`config.mk`:
```
export PLATFORM = sky130hd
export DESIGN_NAME = color_lighten_toward_white
export DESIGN_NICKNAME = d
export VERILOG_FILES = /design/src/clw_pkg.sv /design/src/clw_div_stage.sv /design/src/color_lighten_toward_white.sv
export SDC_FILE = /design/constraint.sdc
export NUM_CORES = 2
export LEC_CHECK = 0
export ABC_AREA = 1
export BUFFER_PORTS_ARGS = -buffer_cell sky130_fd_sc_hd__buf_2
export CAP_MARGIN = 20
export CORE_UTILIZATION = 45
export CTS_CLUSTER_SIZE = 25
export DETAILED_ROUTE_END_ITERATION = 12
export PLACE_DENSITY = 0.56
export SYNTH_ARGS = -nofsm -noshare
export SYNTH_HDL_FRONTEND = slang
export SYNTH_SLANG_ARGS = --single-unit
```
`constraint.sdc`:
```
create_clock -name aclk -period 18.14 [get_ports aclk]
set_input_delay 2.721 -clock aclk [delete_from_list [all_inputs] [get_ports aclk]]
set_output_delay 2.721 -clock aclk [all_outputs]
set_load 0.005 [all_outputs]
```
`src/clw_pkg.sv`:
```
// Package for the lighten-toward-white pixel pipeline.
// Holds the shared constants and the payload type passed between divider stages.
// No dependencies.
`default_nettype none

package clw_pkg;

    localparam logic [7:0]  CHAN_MAX  = 8'd255;
    localparam logic [16:0] FRAC_ONE  = 17'd65536;
    localparam logic [25:0] FRAC_HALF = 26'd32768;

    // Per-pixel payload through the quotient stages; index 0 is red, 1 green, 2 blue
    typedef struct packed {
        logic [2:0][16:0] rem;
        logic [2:0][7:0]  quo;
        logic [2:0][7:0]  chan;
        logic [7:0]       alpha;
        logic [8:0]       den;
    } lift_t;

endpackage

`default_nettype wire

```
`src/clw_div_stage.sv`:
```
// One registered stage of the restoring divider: resolves two quotient bits per channel.
// Depends on clw_pkg (lift_t).
`default_nettype none

module clw_div_stage #(
    parameter int HI_BIT = 7
) (
    input  wire logic          aclk,
    input  wire logic          aresetn,
    input  wire logic          en,
    input  wire logic          in_valid,
    input  wire clw_pkg::lift_t in_data,
    output logic               out_valid,
    output clw_pkg::lift_t     out_data
);

    localparam int LO_BIT = HI_BIT - 1;

    logic           valid_reg, valid_next;
    clw_pkg::lift_t data_reg, data_next;
    logic [16:0]    trial_hi, trial_lo;
    logic [2:0][16:0] rem_mid;

    assign trial_hi = 17'(in_data.den) << HI_BIT;
    assign trial_lo = 17'(in_data.den) << LO_BIT;

    always_comb begin
        data_next = in_data;
        for (int k = 0; k < 3; k++) begin
            rem_mid[k] = in_data.rem[k];
            if (in_data.rem[k] >= trial_hi) begin
                rem_mid[k] = in_data.rem[k] - trial_hi;
                data_next.quo[k][3'(HI_BIT)] = 1'b1;
            end
            data_next.rem[k] = rem_mid[k];
            if (rem_mid[k] >= trial_lo) begin
                data_next.rem[k] = rem_mid[k] - trial_lo;
                data_next.quo[k][3'(LO_BIT)] = 1'b1;
            end
        end
    end

    assign valid_next = en ? in_valid : valid_reg;

    always_ff @(posedge aclk) begin
        if (!aresetn) begin
            valid_reg <= 1'b0;
        end else begin
            valid_reg <= valid_next;
        end
    end

    always_ff @(posedge aclk) begin
        if (en) begin
            data_reg <= data_next;
        end
    end

    assign out_valid = valid_reg;
    assign out_data  = data_reg;

endmodule

`default_nettype wire

```
`src/color_lighten_toward_white.sv`:
```
// Top level of the lighten-toward-white pixel pipeline.
// Depends on clw_pkg and clw_div_stage.
//
// Usage:
//   Pixels enter on the s_ stream (tdata = red, green, blue, alpha from bit 0 up)
//   and leave on the m_ stream in the same layout. Each colour channel is pulled
//   toward 255 in proportion to the lightening fraction; alpha is carried as is.
//   The fraction (unsigned Q1.16, values above 1.0 act as 1.0) is written on the
//   cfg channel, which is always ready; write it only while the pipeline is empty.
//   An input transfer passes through eight register stages before its result is
//   offered: min/span, fraction multiply, numerator multiply, four divider stages
//   resolving two quotient bits each, and the output register.
//   Throughput is one pixel per clock while the receiver does not stall; the rate is
//   set by the divider pipeline, every stage of which takes a new pixel each cycle.
//   Each stage has its own valid bit and advances when it is empty or the stage
//   after it moves, so bubbles close up while the receiver stalls; s_tready drops
//   only once all stages are full. A stalled result holds on m_tdata.
//   Reset (aresetn low, synchronous) empties the pipeline and clears the fraction
//   to 0, which passes pixels through unchanged.
`default_nettype none

module color_lighten_toward_white (
    input  wire logic        aclk,
    input  wire logic        aresetn,
    input  wire logic        cfg_valid,
    output logic             cfg_ready,
    input  wire logic [16:0] cfg_data,   // lighten_fraction
    input  wire logic        s_tvalid,
    output logic             s_tready,
    input  wire logic [31:0] s_tdata,    // red_in, green_in, blue_in, alpha_in
    output logic             m_tvalid,
    input  wire logic        m_tready,
    output logic [31:0]      m_tdata     // red_out, green_out, blue_out, alpha_out
);

    // Configuration
    logic [16:0] frac_reg, frac_next;
    logic [16:0] frac_eff;

    // Stage 1: min and span
    logic        s1_v_reg, s1_v_next;
    logic [31:0] s1_pix_reg;
    logic [7:0]  s1_d_reg;
    logic [7:0]  min_rg, min_rgb;

    // Stage 2: increment of the smallest channel
    logic        s2_v_reg, s2_v_next;
    logic [31:0] s2_pix_reg;
    logic [7:0]  s2_d_reg;
    logic [7:0]  s2_inc_reg;
    logic [24:0] inc_prod;
    logic [25:0] inc_sum;
    logic [9:0]  inc_raw;
    logic [7:0]  inc_lim;

    // Stage 3: numerators and divisor
    logic           s3_v_reg, s3_v_next;
    clw_pkg::lift_t s3_reg, s3_next;
    logic [2:0][7:0]  room;
    logic [2:0][15:0] room_prod;

    // Divider stages
    logic [3:0]           dv;
    clw_pkg::lift_t [3:0] dd;
    logic [3:0]           den_stage;

    // Output stage
    logic        m_v_reg, m_v_next;
    logic [31:0] m_data_reg, m_data_next;

    logic en1, en2, en3, en8;

    // Stage enables: a stage moves when empty or when the next one moves
    assign en8          = !m_v_reg || m_tready;
    assign den_stage[3] = !dv[3] || en8;
    assign den_stage[2] = !dv[2] || den_stage[3];
    assign den_stage[1] = !dv[1] || den_stage[2];
    assign den_stage[0] = !dv[0] || den_stage[1];
    assign en3          = !s3_v_reg || den_stage[0];
    assign en2          = !s2_v_reg || en3;
    assign en1          = !s1_v_reg || en2;
    assign s_tready     = en1;

    assign cfg_ready = 1'b1;
    assign frac_next = cfg_valid ? cfg_data : frac_reg;
    assign frac_eff  = frac_reg[16] ? clw_pkg::FRAC_ONE : frac_reg;

    always_ff @(posedge aclk) begin
        if (!aresetn) begin
            frac_reg <= 17'd0;
        end else begin
            frac_reg <= frac_next;
        end
    end

    // Stage 1
    assign min_rg    = (s_tdata[15:8] < s_tdata[7:0]) ? s_tdata[15:8] : s_tdata[7:0];
    assign min_rgb   = (s_tdata[23:16] < min_rg) ? s_tdata[23:16] : min_rg;
    assign s1_v_next = en1 ? s_tvalid : s1_v_reg;

    always_ff @(posedge aclk) begin
        if (en1) begin
            s1_pix_reg <= s_tdata;
            s1_d_reg   <= clw_pkg::CHAN_MAX - min_rgb;
        end
    end

    // Stage 2: inc = round(d * f), capped at d
    assign inc_prod  = 25'(s1_d_reg) * 25'(frac_eff);
    assign inc_sum   = 26'(inc_prod) + clw_pkg::FRAC_HALF;
    assign inc_raw   = inc_sum[25:16];
    assign inc_lim   = (inc_raw > 10'(s1_d_reg)) ? s1_d_reg : inc_raw[7:0];
    assign s2_v_next = en2 ? s1_v_reg : s2_v_reg;

    always_ff @(posedge aclk) begin
        if (en2) begin
            s2_pix_reg <= s1_pix_reg;
            s2_d_reg   <= s1_d_reg;
            s2_inc_reg <= inc_lim;
        end
    end

    // Stage 3: numerator 2*room*inc + d over divisor 2*d.
    // A white pixel has d = 0 and a zero numerator; divisor 1 gives a zero quotient.
    always_comb begin
        s3_next.alpha = s2_pix_reg[31:24];
        s3_next.den   = (s2_d_reg == 8'd0) ? 9'd1 : {s2_d_reg, 1'b0};
        for (int k = 0; k < 3; k++) begin
            room[k]         = clw_pkg::CHAN_MAX - s2_pix_reg[8*k +: 8];
            room_prod[k]    = 16'(room[k]) * 16'(s2_inc_reg);
            s3_next.chan[k] = s2_pix_reg[8*k +: 8];
            s3_next.quo[k]  = 8'd0;
            s3_next.rem[k]  = {room_prod[k], 1'b0} + 17'(s2_d_reg);
        end
    end

    assign s3_v_next = en3 ? s2_v_reg : s3_v_reg;

    always_ff @(posedge aclk) begin
        if (en3) begin
            s3_reg <= s3_next;
        end
    end

    always_ff @(posedge aclk) begin
        if (!aresetn) begin
            s1_v_reg <= 1'b0;
            s2_v_reg <= 1'b0;
            s3_v_reg <= 1'b0;
            m_v_reg  <= 1'b0;
        end else begin
            s1_v_reg <= s1_v_next;
            s2_v_reg <= s2_v_next;
            s3_v_reg <= s3_v_next;
            m_v_reg  <= m_v_next;
        end
    end

    // Quotient bits 7..0, two per stage
    clw_div_stage #(.HI_BIT(7)) u_div0 (
        .aclk(aclk), .aresetn(aresetn), .en(den_stage[0]),
        .in_valid(s3_v_reg), .in_data(s3_reg),
        .out_valid(dv[0]), .out_data(dd[0])
    );

    clw_div_stage #(.HI_BIT(5)) u_div1 (
        .aclk(aclk), .aresetn(aresetn), .en(den_stage[1]),
        .in_valid(dv[0]), .in_data(dd[0]),
        .out_valid(dv[1]), .out_data(dd[1])
    );

    clw_div_stage #(.HI_BIT(3)) u_div2 (
        .aclk(aclk), .aresetn(aresetn), .en(den_stage[2]),
        .in_valid(dv[1]), .in_data(dd[1]),
        .out_valid(dv[2]), .out_data(dd[2])
    );

    clw_div_stage #(.HI_BIT(1)) u_div3 (
        .aclk(aclk), .aresetn(aresetn), .en(den_stage[3]),
        .in_valid(dv[2]), .in_data(dd[2]),
        .out_valid(dv[3]), .out_data(dd[3])
    );

    // Output register: channel plus rounded lift, never above 255
    always_comb begin
        m_data_next[31:24] = dd[3].alpha;
        for (int k = 0; k < 3; k++) begin
            m_data_next[8*k +: 8] = dd[3].chan[k] + dd[3].quo[k];
        end
    end

    assign m_v_next = en8 ? dv[3] : m_v_reg;

    always_ff @(posedge aclk) begin
        if (en8) begin
            m_data_reg <= m_data_next;
        end
    end

    assign m_tvalid = m_v_reg;
    assign m_tdata  = m_data_reg;

endmodule

`default_nettype wire

```
Word-level counts from Yosys, hierarchy flattened:

Cells that the tools add are included.

* flip-flop bits (word level): 563
* output and inout bits: 35

* add/subtract/negate cells: 32
* $mul: 4
* order comparisons: 27
* muxes and demuxes: 26
* reductions and logical operators: 17

Operators by type and width (number)
* $mux 17: 22
* $add 17x8->17: 3
* $ge 17x10->1: 3
* $ge 17x11->1: 3
* $ge 17x12->1: 3
* $ge 17x13->1: 3
* $ge 17x14->1: 3
* $ge 17x15->1: 3
* $ge 17x16->1: 3
* $ge 17x9->1: 3
* $sub 17x10->17: 3
* $sub 17x11->17: 3
* $sub 17x12->17: 3
* $sub 17x13->17: 3
* $sub 17x14->17: 3
* $sub 17x15->17: 3
* $sub 17x16->17: 3
* $mul 8x8->16: 3
* $sub 8x8->8 const A: 4
* $add 25x16->26 const B: 1
* $mul 8x17->25: 1
* $add 8x4->8: 3
* $mux 8: 3
* $lt 8x8->1: 2
* 5 further kinds: 19

Longest topological paths before layout:

* depth in word-level cells: 9
* depth in mapped cells: 42
* mapped depth without buffers: 40

By module:

A second synthesis with hierarchy kept.

* cells, all modules: 6151
* area, all modules: 53448.8 µm²

Modules (own cells, without submodules)
* color_lighten_toward_white: times used 1, cells each 2242, area an instance 20845.0 µm², sequential area each 6726.5 µm²
* clw_div_stage (u_div3): times used 1, cells each 1176, area an instance 9042.4 µm², sequential area each 3503.4 µm²
* clw_div_stage (u_div2): times used 1, cells each 1051, area an instance 8570.7 µm², sequential area each 3503.4 µm²
* clw_div_stage (u_div1): times used 1, cells each 896, area an instance 7681.1 µm², sequential area each 3503.4 µm²
* clw_div_stage (u_div0): times used 1, cells each 786, area an instance 7309.5 µm², sequential area each 3503.4 µm²

Least setup slack after synthesis:

No wires, ideal clock.

* path type: in2out
* start: input port m_tready
* end: output port s_tready
* arrival: 13.452 ns
* data required time: 15.419 ns
* setup slack: 1.967 ns
* cell stages on the path: 14
* cells stage by stage: nor2_1 > inv_1 > nor2_1 > inv_1 > nor2_1 > inv_1 > nor2_1 > inv_1 > nor2_1 > inv_1 > nor2_1 > inv_1 > nor2_1 > nand2_1

* word-level cells in the longest chain between the ends: 8

Ends and longest elaborated chain
* from (decl): RTL line color_lighten_toward_white.sv:32 `input wire logic m_tready,`
* $logic_or 1x1->1: RTL line color_lighten_toward_white.sv:74 `assign en8 = !m_v_reg || m_tready;`
* via en8: RTL line color_lighten_toward_white.sv:71 `logic en1, en2, en3, en8;`
* $logic_or 1x1->1: RTL line color_lighten_toward_white.sv:75 `assign den_stage[3] = !dv[3] || en8;`
* via u_div3.en: RTL line clw_div_stage.sv:10 `input wire logic en,`
* $logic_or 1x1->1: RTL line color_lighten_toward_white.sv:76 `assign den_stage[2] = !dv[2] || den_stage[3];`
* via u_div2.en: RTL line clw_div_stage.sv:10
* $logic_or 1x1->1: RTL line color_lighten_toward_white.sv:77 `assign den_stage[1] = !dv[1] || den_stage[2];`
* via u_div1.en: RTL line clw_div_stage.sv:10
* $logic_or 1x1->1: RTL line color_lighten_toward_white.sv:78 `assign den_stage[0] = !dv[0] || den_stage[1];`
* via u_div0.en: RTL line clw_div_stage.sv:10
* $logic_or 1x1->1: RTL line color_lighten_toward_white.sv:79 `assign en3 = !s3_v_reg || den_stage[0];`
* via en3: RTL line color_lighten_toward_white.sv:71
* $logic_or 1x1->1: RTL line color_lighten_toward_white.sv:80 `assign en2 = !s2_v_reg || en3;`
* $logic_or 1x1->1: RTL line color_lighten_toward_white.sv:81 `assign en1 = !s1_v_reg || en2;`
* to (decl): RTL line color_lighten_toward_white.sv:29 `output logic s_tready,`

The timed path passes the listed nets, and every way through them passes these cells.

Worst setup path after layout:

Same ends and word-level chain as after synthesis.

==> flow_summary.yaml <==
run_status:
  status: "finished clean"
die:
  core_area_mm2: 0.0973
  die_area_mm2: 0.100
  rows: 114
  die_h_um: 317
  io_pins: 89
  die_w_um: 317
  initial_core_util: 0.458
clock_tree:
  cts_tree: "done"
  cts_buffers: 61
  cts_root_buffer: "clkbuf_16"
  clockBufferDepth: 3
  post_cts_buffers: 0
  holdBufCountCts: 0
  cts-htree-levels: 2
  clkLatencyLatePin_ps: 670
  clk_pin_slew_ps: 60
  cts.repair.resized: 0
  cts.sinks: 555
sta:
  period_minus_slack_ps: 10000
  rsz0062_at_grt: "no"
  slew_headroom: 0.318
  fmax_mhz: 100
  setup_viol: 0
  final_max_slew_viol_count: 0
  hold_violations: 0
  setup_tns_ps: 0
  finalCritPeriodShare: 0.551
  skew_ps: 54.2
  worstMarginPinSlew_ps: 1010
setup_path:
  r2r_end: "s2_inc_reg[3]$_DFFE_PP_"
  worst-path-max-fanout: 46
  cp-start-kind: "primary input"
  crit_required_ps: 15420
  rrSetupSlack_ps: 11440
  crit_path_end_kind: "output pin"
  slowest_delay_ps: 610
  startpoint: "m_tready"
  r2r_cells: 34
  cp.arrival_ps: 7270
  critical_path_class: "primary input to output pin"
  slowest_stage: "nand2_2"
  r2r_start: "s1_d_reg[2]$_DFFE_PP_"
  cp_cell_sequence: "buf_2 -> nor2_1 -> inv_1 -> buf_4 -> nor2_1 -> inv_2 -> nor2_1 -> inv_4 -> nor2_1 -> clkinv_2 -> nor2_1 -> clkinv_2 -> nor2_1 -> clkinv_2 -> nor2_1 -> nand2_2 -> buf_2"
  cp_common_cell: "nor2_1"
finish:
  largest_reg_flops: 96
  num-fill-cells: 9326
  nets: 5927
  syn2layout_area_growth_pct: 8.80
  diodes: 0
  seqCellArea_mm2: 0.0164
  fin_area_mm2: 0.0484
  multiInputGateArea_mm2: 0.0247
  drive_above_1_share: 0.0646
  fin_cells: 6540
yosys:
  synthMuxAreaShare: 0.00101
  ys.flop_type: "edfxtp_1"
  synth_top_family_by_area: "adder cells"
  synth-adder-area-share: 0.223
  synth_area_leaders: "edfxtp_1 (36%), ha_1 (12%), fa_1 (10%)"
  ys_seq_area_frac: 0.369
  netlist_area_mm2: 0.0445
  synth_edf_count: 530
  syn-num-nets: 5832
  syn_inst: 5118
  synth-seq-cells: 555
  async_reset_ff_frac: 0
  synth_cell_types: 60
  synth_top_area_frac: 0.358
  yosysMostFrequentCell: "nand2_1"
  synth_top_cell_by_area: "edfxtp_1"
  ys_warn_count: 0
  syn_area_per_cell_um2: 8.70
  synth-simple-area-share: 0.209
  synth_xor_area_frac: 0.0462
  synth-compound-area-share: 0.0760
  yosys-top-cells-count: "nand2_1 (1139), inv_1 (793), edfxtp_1 (530), nor2_1 (528), ha_1 (436)"
detailed_routing:
  first_pass_iters: 5
  drc: 0
  routedWlPerCell_um: 16.2
  drtIter0Drc: 1713
  vias: 32900
  routed_wl_um: 106000
  antenna_left: 0
  viasPerCell: 5.03
place:
  numPortBuffers: 87
  dp_hpwl_um: 85000
  gp_congestion: 0.882
  placedInstanceArea_mm2: 0.0463
  place_inst: 6426
run:
  max_cap_viol_count: 0
global_route:
  grt-ovfl-total: 0
  grt_max_degree: 75
  grt_pass1_vias: 32600
  grt_first_pass_wirelength_um: 171000
  antenna_found_initial: 2
  grtUsageTotal: 0.215
hold_path:
  min_to: "u_div3.out_data[37]$_DFFE_PP_"
  hold_start: "u_div2.out_data[37]$_DFFE_PP_"
  min_path_type: "flop to flop"
  whs_path_depth: 0
## worst max-delay path by stage
| stage | slack (ps) | end |
|---|---|---|
| after detailed placement | 7970 | s_tready |
| after global placement | 7880 | s_tready |
| after floorplan | 1970 | s_tready |
| after CTS | 7970 | s_tready |
| after global routing | 7460 | s_tready |
| final | 8140 | s_tready |
## layer usage
metal,vias to the layer above,GRT usage,routed length (um)
met5,-,0,0
met4,0,0.0722,3630
met3,168,0.0259,3630
met2,504,0.360,49400
met1,15200,0.290,49500
li1,17000,-,-
## kinds of logic (layout without fill, tap and decap cells)
group	Yosys count	in the layout
mux	4	4
other cells	1	1
simple gates	2178	2178
fa+ha+maj	660	660
xor+xnor	235	235
compound gates	613	613
flops	555	555
buf+inv	872	1018
## critical path, delay by kind of cell
family | cells | cell delay, ps
buffers and inverters | 9 | 2320
and+or+nand+nor | 8 | 2160
## through the flow
step	utilization	hold WS (ps)	setup WS, ps
after CTS	0.498	416	7970
after floorplan	-	400	1970
after global routing	0.498	419	7460
after detailed placement	0.476	405	7970
after global placement	0.476	402	7880
final	0.498	413	8140
## area by class of cell
type,instances,area share
multi-input cells,3691,0.511
flip-flops and latches,555,0.339
inverters,803,0.0624
clock buffers,74,0.0340
well taps,1276,0.0330
repair buffers,101,0.0112
clock inverters,40,0.00997
## layout by cell type (no fill, tap or decap), types with 12 or more instances in the layout
master,count
buf_2,87
nand2_2,36
clkinv_2,12
o21ai_2,14
nand4_1,72
o211ai_1,12
o21ai_1,16
clkinv_1,15
inv_1,787
nor3_1,54
nand3b_1,15
edfxtp_1,530
fa_1,224
clkbuf_16,62
a21oi_1,268
xor2_1,143
or2_2,26
a31oi_1,26
nand2_1,1138
buf_4,14
a21o_1,14
xnor2_1,92
o21bai_1,22
nand3_2,12
nand3_1,242
ha_1,436
dfxtp_1,25
o21ai_0,207
nor2_1,528
Power is left out: the tool's default activity adds up to more than one toggle a clock period on the data nets, which glitch-free logic cannot reach.
